$ cat config.mk
export PLATFORM = sky130hd
export DESIGN_NAME = sprite_pixel_shade
export DESIGN_NICKNAME = d
export VERILOG_FILES = /design/src/hdl/sps_pkg.sv /design/src/hdl/sprite_pixel_shade.sv
export SDC_FILE = /design/constraint.sdc
export NUM_CORES = 2
export LEC_CHECK = 0
export BUFFER_PORTS_ARGS = -buffer_cell sky130_fd_sc_hd__buf_2
export CORE_MARGIN = 8
export CORE_UTILIZATION = 60
export CTS_BUF_LIST = sky130_fd_sc_hd__clkbuf_16
export DETAILED_ROUTE_END_ITERATION = 16
export PLACE_DENSITY = 0.76
export SYNTH_ARGS = -nofsm -noshare
export SYNTH_HDL_FRONTEND = slang
export SYNTH_SLANG_ARGS = --single-unit
$ cat constraint.sdc
create_clock -name clk -period 12 [get_ports clk]
set_input_delay 1.8 -clock clk [delete_from_list [all_inputs] [get_ports clk]]
set_output_delay 1.8 -clock clk [all_outputs]
set_load 0.05 [all_outputs]
$ cat src/hdl/sps_pkg.sv
// Shared types, register indexes and the channel blend function for the sprite shader.
// No dependencies.
`default_nettype none

package sps_pkg;

    localparam int ADDR_W = 5;
    localparam int IDX_W  = 3;

    localparam logic [IDX_W-1:0] REG_FOG_COLOR   = 3'd0;
    localparam logic [IDX_W-1:0] REG_FADE_COLOR  = 3'd1;
    localparam logic [IDX_W-1:0] REG_FADE_FACTOR = 3'd2;
    localparam logic [IDX_W-1:0] REG_FADE_ALWAYS = 3'd3;
    localparam logic [IDX_W-1:0] REG_ALPHA_MATCH = 3'd4;
    localparam logic [IDX_W-1:0] REG_ALPHA_PEN   = 3'd5;
    localparam logic [IDX_W-1:0] REG_COMPOSE     = 3'd6;

    localparam logic [7:0] PEN_CLEAR = 8'hFF;
    localparam logic [7:0] CUE_HIGH  = 8'hFE;
    localparam logic [7:0] FULL_BYTE = 8'hFF;
    localparam logic [1:0] PRI_BASE  = 2'd2;
    localparam logic [1:0] PRI_HIGH  = 2'd3;

    typedef logic [7:0] chan_t;

    typedef struct packed {
        chan_t r;
        chan_t g;
        chan_t b;
    } rgb_t;

    // Per-pixel decisions made at entry, carried down the pipe.
    typedef struct packed {
        logic       written;
        logic       fade_en;
        logic       blend_en;
        chan_t      blend_f;
        chan_t      alpha;
        logic [1:0] pri;
    } ctl_t;

    // (c*f + o*(256-f)) >> 8, low byte kept
    function automatic chan_t mix8(input chan_t c, input chan_t o, input chan_t f);
        logic [8:0]  g;
        logic [16:0] sum;
        begin
            g   = 9'd256 - {1'b0, f};
            sum = {9'd0, c} * {9'd0, f} + {9'd0, o} * {8'd0, g};
            return sum[15:8];
        end
    endfunction

    function automatic rgb_t mix_rgb(input rgb_t c, input rgb_t o, input chan_t f);
        rgb_t res;
        begin
            res.r = mix8(c.r, o.r, f);
            res.g = mix8(c.g, o.g, f);
            res.b = mix8(c.b, o.b, f);
            return res;
        end
    endfunction

endpackage

`default_nettype wire

$ cat src/hdl/sprite_pixel_shade.sv
// Sprite pixel shader top level: config registers and the three-stage shading pipe.
// Depends on sps_pkg.
`default_nettype none

// Usage
//   Pixel channel: drive the input fields and raise start for one cycle per
//   pixel word; a word is taken at every edge where start is high and busy is
//   low. busy is always low, so a new pixel can enter every clock.
//   Result channel: done marks one cycle in which written, out_r/g/b,
//   out_alpha and priority_res hold the shaded word. The receiver takes it
//   in that cycle and cannot hold it off, so the pipe never stalls.
//   Throughput: one pixel per clock.
//   Stages: stage 1 registers the fogged colour and all per-pixel decisions,
//   stage 2 the faded colour, stage 3 the blend over the underlying colour
//   into the output registers. Each stage holds one blend per channel: an
//   8x8 and an 8x9 product summed to 17 bits, which sets the clock period.
//   Config: APB registers at byte address 4*index (fog colour, fade colour,
//   fade factor, fade always, alpha colour match, alpha pen, compose alpha).
//   Write them only while no pixel is in the pipe; the stages read them live.
//   Reset: clears the config registers and valid bits; no words are in flight after.
module sprite_pixel_shade
    import sps_pkg::*;
(
    input  wire logic              clk,
    input  wire logic              rst_n,
    // config port
    input  wire logic              psel,
    input  wire logic              penable,
    input  wire logic              pwrite,
    input  wire logic [ADDR_W-1:0] paddr,
    input  wire logic [31:0]       pwdata,
    output logic      [31:0]       prdata,
    output logic                   pready,
    // pixel command
    input  wire logic              start,
    output logic                   busy,
    input  wire logic [7:0]        pen,
    input  wire logic [7:0]        pal_r,
    input  wire logic [7:0]        pal_g,
    input  wire logic [7:0]        pal_b,
    input  wire logic [7:0]        under_r,
    input  wire logic [7:0]        under_g,
    input  wire logic [7:0]        under_b,
    input  wire logic              under_present,
    input  wire logic [7:0]        sprite_color,
    input  wire logic [7:0]        sprite_depth_cue,
    input  wire logic              sprite_fade_enable,
    input  wire logic [7:0]        sprite_alpha,
    // result
    output logic                   done,
    output logic                   written,
    output logic      [7:0]        out_r,
    output logic      [7:0]        out_g,
    output logic      [7:0]        out_b,
    output logic      [7:0]        out_alpha,
    output logic      [1:0]        priority_res
);

    // ---------------- configuration registers ----------------
    logic [23:0] fog_color_reg;
    logic [23:0] fade_color_reg;
    logic [7:0]  fade_factor_reg;
    logic        fade_always_reg;
    logic [6:0]  alpha_match_reg;
    logic [7:0]  alpha_pen_reg;
    logic        compose_reg;

    logic             cfg_wr;
    logic [IDX_W-1:0] cfg_idx;

    assign pready  = 1'b1;
    assign cfg_wr  = psel & penable & pwrite & pready;
    assign cfg_idx = paddr[ADDR_W-1:2];

    always_ff @(posedge clk or negedge rst_n)
    begin
        if (!rst_n)
        begin
            fog_color_reg   <= '0;
            fade_color_reg  <= '0;
            fade_factor_reg <= '0;
            fade_always_reg <= 1'b0;
            alpha_match_reg <= '0;
            alpha_pen_reg   <= '0;
            compose_reg     <= 1'b0;
        end
        else if (cfg_wr)
        begin
            case (cfg_idx)
                REG_FOG_COLOR:   fog_color_reg   <= pwdata[23:0];
                REG_FADE_COLOR:  fade_color_reg  <= pwdata[23:0];
                REG_FADE_FACTOR: fade_factor_reg <= pwdata[7:0];
                REG_FADE_ALWAYS: fade_always_reg <= pwdata[0];
                REG_ALPHA_MATCH: alpha_match_reg <= pwdata[6:0];
                REG_ALPHA_PEN:   alpha_pen_reg   <= pwdata[7:0];
                REG_COMPOSE:     compose_reg     <= pwdata[0];
                default:         ;
            endcase
        end
    end

    always_comb
    begin
        case (cfg_idx)
            REG_FOG_COLOR:   prdata = {8'd0, fog_color_reg};
            REG_FADE_COLOR:  prdata = {8'd0, fade_color_reg};
            REG_FADE_FACTOR: prdata = {24'd0, fade_factor_reg};
            REG_FADE_ALWAYS: prdata = {31'd0, fade_always_reg};
            REG_ALPHA_MATCH: prdata = {25'd0, alpha_match_reg};
            REG_ALPHA_PEN:   prdata = {24'd0, alpha_pen_reg};
            REG_COMPOSE:     prdata = {31'd0, compose_reg};
            default:         prdata = '0;
        endcase
    end

    // ---------------- stage 1: decisions and fog ----------------
    // Nothing ever backs up, so the pipe takes a word every clock.
    assign busy = 1'b0;

    logic accept;
    logic fog_on;
    logic translucent;
    rgb_t pal_rgb;
    rgb_t fog_rgb;
    ctl_t ctl_next;
    rgb_t rgb1_next;
    rgb_t under_next;

    assign accept  = start & ~busy;
    assign pal_rgb = '{r: pal_r, g: pal_g, b: pal_b};
    assign fog_rgb = rgb_t'(fog_color_reg);
    assign fog_on  = ~sprite_color[7] & (sprite_depth_cue != 8'd0);

    assign translucent = (sprite_alpha != 8'd0)
                       & ((sprite_color[6:0] != alpha_match_reg) | (pen == alpha_pen_reg));

    always_comb
    begin
        ctl_next.written  = (pen != PEN_CLEAR);
        ctl_next.fade_en  = (fade_always_reg | sprite_fade_enable) & (fade_factor_reg != 8'd0);
        ctl_next.blend_en = translucent & ~compose_reg;
        ctl_next.blend_f  = FULL_BYTE - sprite_alpha;
        ctl_next.alpha    = (translucent & compose_reg) ? (FULL_BYTE - sprite_alpha) : FULL_BYTE;
        ctl_next.pri      = (sprite_depth_cue == CUE_HIGH) ? PRI_HIGH : PRI_BASE;
        // an absent underlying pixel blends as black
        under_next        = under_present ? rgb_t'{r: under_r, g: under_g, b: under_b}
                                          : rgb_t'('0);
        rgb1_next         = fog_on ? mix_rgb(pal_rgb, fog_rgb, FULL_BYTE - sprite_depth_cue)
                                   : pal_rgb;
    end

    logic valid1_reg;
    ctl_t ctl1_reg;
    rgb_t rgb1_reg;
    rgb_t under1_reg;

    always_ff @(posedge clk or negedge rst_n)
    begin
        if (!rst_n)
            valid1_reg <= 1'b0;
        else
            valid1_reg <= accept;
    end

    always_ff @(posedge clk)
    begin
        if (accept)
        begin
            ctl1_reg   <= ctl_next;
            rgb1_reg   <= rgb1_next;
            under1_reg <= under_next;
        end
    end

    // ---------------- stage 2: screen fade ----------------
    rgb_t rgb2_next;

    assign rgb2_next = ctl1_reg.fade_en
                     ? mix_rgb(rgb1_reg, rgb_t'(fade_color_reg), FULL_BYTE - fade_factor_reg)
                     : rgb1_reg;

    logic valid2_reg;
    ctl_t ctl2_reg;
    rgb_t rgb2_reg;
    rgb_t under2_reg;

    always_ff @(posedge clk or negedge rst_n)
    begin
        if (!rst_n)
            valid2_reg <= 1'b0;
        else
            valid2_reg <= valid1_reg;
    end

    always_ff @(posedge clk)
    begin
        if (valid1_reg)
        begin
            ctl2_reg   <= ctl1_reg;
            rgb2_reg   <= rgb2_next;
            under2_reg <= under1_reg;
        end
    end

    // ---------------- stage 3: blend and output registers ----------------
    rgb_t rgb3_next;

    assign rgb3_next = ctl2_reg.blend_en ? mix_rgb(rgb2_reg, under2_reg, ctl2_reg.blend_f)
                                         : rgb2_reg;

    logic       done_reg;
    logic       written_reg;
    rgb_t       out_rgb_reg;
    logic [7:0] out_alpha_reg;
    logic [1:0] pri_reg;

    always_ff @(posedge clk or negedge rst_n)
    begin
        if (!rst_n)
            done_reg <= 1'b0;
        else
            done_reg <= valid2_reg;
    end

    // a transparent pen drives every field to zero
    always_ff @(posedge clk)
    begin
        if (valid2_reg)
        begin
            written_reg   <= ctl2_reg.written;
            out_rgb_reg   <= ctl2_reg.written ? rgb3_next : '0;
            out_alpha_reg <= ctl2_reg.written ? ctl2_reg.alpha : 8'd0;
            pri_reg       <= ctl2_reg.written ? ctl2_reg.pri : 2'd0;
        end
    end

    assign done         = done_reg;
    assign written      = written_reg;
    assign out_r        = out_rgb_reg.r;
    assign out_g        = out_rgb_reg.g;
    assign out_b        = out_rgb_reg.b;
    assign out_alpha    = out_alpha_reg;
    assign priority_res = pri_reg;

endmodule

`default_nettype wire

==> Word-level counts from Yosys, hierarchy flattened <==
Index checks and enable logic that the tools add are counted.
W data, S select, Z words.
{ "word_totals": {"register_bits": 248, "word_cells": 109} }
{ "op_classes": {"n_addsub": 15, "n_mul": 18, "eq_ne": 10, "mux": 5, "bitwise_logic": 11, "n_reduce_logical": 11} }
{ "op_table": {"columns": ["cell", "count"], "rows": [
  ["$pmux W24 S7", 1],
  ["$add A16 B16 Y16", 9],
  ["$mul A8 B8 Y16", 9],
  ["$mul A8 B9 Y16", 9],
  ["$mux W24", 3],
  ["$sub A9 B8 Y9 const A", 3],
  ["$reduce_bool A8 Y1", 3],
  ["$sub A8 B8 Y8 const A", 3],
  ["$reduce_and A2 Y1", 7],
  ["$eq A3 B3 Y1 const B", 3],
  ["$eq A8 B8 Y1", 1],
  ["$eq A8 B8 Y1 const B", 1],
  ["$ne A8 B8 Y1 const B", 1],
  ["$and A1 B1 Y1", 7],
  ["$ne A7 B7 Y1", 1],
  ["$eq A3 B2 Y1 const B", 2],
  ["$eq A3 B1 Y1 const B", 1],
  ["$logic_not A3 Y1", 1],
  ["$not A1 Y1", 2],
  ["$or A1 B1 Y1", 2],
  ["$mux W1", 1]
]} }

==> Longest topological paths before layout <==
{ "depth": {"ltp_word": 5, "mapped_depth": 26, "ltp_nobuf": 24} }

==> Worst setup path before layout <==
Ideal clock, no wire load.
{ "synth_path": {"path_kind": "input-to-reg", "start": "input sprite_depth_cue[3]", "end": "register rgb1_reg[23] in the netlist's numbering (data pin)", "t_arrival_ns": 7.656, "slack_ns": 4.077, "path_stages": 24, "path_cell_list": "buf_2 > and3_1 > and3_1 > nand3_1 > xnor2_1 > clkbuf_1 > nand2_1 > fa_1 > fa_1 > inv_1 > fa_1 > fa_1 > fa_1 > inv_1 > fa_1 > inv_1 > ha_1 > nor3_1 > o211ai_1 > a311oi_1 > nor2_1 > o41a_1 > xnor2_1 > o21ai_0"} }
{ "synth_rtl": {"columns": ["element", "line", "rtl"], "rows": [
  ["start, declared", "sprite_pixel_shade.sv:46", "input wire logic [7:0] sprite_depth_cue,"],
  ["end signal, assigned", "sprite_pixel_shade.sv:170", "rgb1_reg <= rgb1_next;"],
  ["end, declared", "sprite_pixel_shade.sv:154", "rgb_t rgb1_reg;"]
]} }

==> impl_results.md <==
* Syn Area/Cell at 9.688 um2
* CP peak stage delay at 1.20 ns
* Antenna Nets Post-Route at 0
* Max-Cap Viols at 0
* Crit path depth at 21
* Critical Path, Cell by Cell: buf_2 > clkinv_1 > ha_1 > nand2_1 > fa_1 > fa_1 > inv_1 > fa_1 > fa_1 > fa_1 > inv_1 > fa_1 > inv_1 > ha_1 > nor3_1 > o211ai_1 > a311oi_1 > nor2_1 > o41a_1 > xnor2_1 > o21ai_0
* Drt pass-1 iters at 8
* Setup_tns at 0 ns
* Crit path required time at 12.34 ns
* Worst-Skew Late Latency at 0.63 ns
* Worst path top cell family by delay: adder cells
* Final period util at 0.7634
* Post-Layout Cell Count at 6,240
* R2R Setup Slk at 4.08 ns
* Crit path from: sprite_depth_cue[1]
* Slew @ Worst Pin at 1.114 ns
* First-pass GRT wire length at 199,600 um
* H-tree depth at 1
* Synth unique cells at 73
* Total setup buffers inserted after CTS at 0
* Slew Viols, Final at 0
* Layout cells sized above 1 at 0.07706
* Largest net degree at the start of global routing at 70
* Max-slew headroom at 0.2535
* DRC at 0
* Row count at 105
* Routed length per instance at 19.77 um
* Synthesis-to-layout area growth at 5.921%
* Initial antenna violation count at 6
* Mapped Cells at 5,104
* Crit path launch type: primary input
* Die Y at 303.1 um
* CTS Buffer Depth at 3
* Beginning of the worst register-to-register path: fade_factor_reg[0]
* Initial drt markers at 2,199
* Via count at 34,350
* CTS tree: built
* Crit path time final at 9.161 ns
* Starting Density at 0.6042
* Kind of critical path: primary input to register
* CTS Sinks at 246
* Seq/Total Area, Yosys at 0.1417
* Grt ovf at 0
* Crit path DAT at 9.50 ns
* CP endpoint: rgb1_reg[23]
* Die X at 303.1 um
* Clock Skew at 0.04307 ns
* Asr flop ratio synth at 0.3089
* Worst R2R End: rgb2_reg[15]
* R2R depth at 23
* Number of global-route vias before repair at 37,450
* FF+latch count, synth at 246
* Worst Setup End Kind: register
* Worst-path fanout max at 24
* Core Util, Final at 0.6399
* Min-delay worst type: register to register
* DIE AREA at 91,860 um2
* Dpl cells at 6,179
* GRT Util Overall at 0.2774
* Clock root cell: clkbuf_16
* Via density at 5.504
* Crit path buf inv count at 5
* CTS clk-pin slew, worst paths at 0.08 ns
* Storage cell area at 7009 um2
* Most frequent cells in the layout: inv_1, fa_1, ha_1, nand2_1, and2_1
* Post-synth EDFFs at 170
* CORE AREA at 81,850 um2
* NumNets Final at 6,703
* Slowest stage cell, crit path: ha_1
* Hold WS at 0.4174 ns
* Gpl congestion at 0.9107
* Commonest non-fill, non-tap cell in the layout: inv_1
* Syn Std Cell Area at 49,450 um2
* Fillers at 6,580
* Drt total wl at 123,400 um
* CTS buffer count at 30
* HP Start: under1_reg[11]
* Port-buffer cells at 174
* Status: finished clean
* Peak Freq at 109.2 MHz
* CTS resizes at 0
* Top-level port count at 195
* Synth Flop Type: edfxtp_1
* Critical Path Most Common Cell: fa_1
* Ys Warns at 0
* Unrepaired setup endpoints after global routing: no
* Area of the multi-input gates at 37,140 um2
* Final hold vios at 0
* Post-CTS Hold Buffers at 0
* # setup viols final at 0
* Detailed placer's ending HPWL at 96,500 um
==> per-layer routing <==
layer,track usage,share of wire,up-vias
li1,-,-,15330
met1,0.3644,0.40,17420
met2,0.4493,0.47,1312
met3,0.06140,0.090,289
met4,0.1068,0.042,0
met5,0,0,-
==> through the flow <==
step	instance area (um2)	setup WS (ns)
2_1_floorplan	49480	4.077
3_3_place_gp	51270	2.522
3_5_place_dp	51270	2.370
4_1_cts	52360	3.040
5_1_grt	52370	2.629
6_report	52380	2.839
==> cell families after synthesis <==
family / Yosys count / synth area share
flip-flops: 246 / 0.1417
other: 2 / 0.0001519
adder cells (fa/ha/maj): 1437 / 0.5016
AO/OA/AOI/OAI: 224 / 0.03183
buffers and inverters: 1433 / 0.1099
multiplexers: 100 / 0.02391
XOR/XNOR: 136 / 0.02409
AND/OR/NAND/NOR: 1526 / 0.1668
==> cells in the mapped netlist, types with 16 or more instances <==
cell | number | area share
a21oi_1 | 38 | 0.0038
mux2_2 | 81 | 0.018
nor2b_1 | 308 | 0.039
nand3_1 | 29 | 0.0029
clkbuf_1 | 194 | 0.015
o31ai_1 | 16 | 0.0024
xor2_1 | 39 | 0.0069
inv_1 | 1203 | 0.091
nor2_1 | 65 | 0.0049
and2_1 | 413 | 0.052
ha_1 | 528 | 0.13
nand2b_1 | 180 | 0.023
fa_1 | 909 | 0.37
edfxtp_1 | 170 | 0.10
a22o_1 | 17 | 0.0030
xnor2_1 | 97 | 0.017
nor3_1 | 23 | 0.0023
o21ai_0 | 59 | 0.0060
dfrtp_1 | 76 | 0.038
nand2_1 | 447 | 0.034
==> worst min path at each step <==
stage | end | depth (start not counted)
global placement | valid2_reg | 0
detailed placement | valid2_reg | 0
global route | under2_reg[4] | 0
CTS | under2_reg[3] | 0
finish | under2_reg[11] | 0
floorplan | ctl2_reg[0] | 0
==> layout make-up <==
| type | instances | area share |
|---|---|---|
| diodes | 5 | 0.0002389 |
| flip-flops and latches | 246 | 0.1338 |
| inverters | 1205 | 0.08636 |
| multi-input cells | 3433 | 0.7091 |
| clock inverters | 24 | 0.005566 |
| repair buffers | 225 | 0.02403 |
| clock buffers | 32 | 0.01529 |
| well taps | 1070 | 0.02556 |
Power is left out: the tool's default activity adds up to more than one toggle a clock period on the data nets, which glitch-free logic cannot reach.
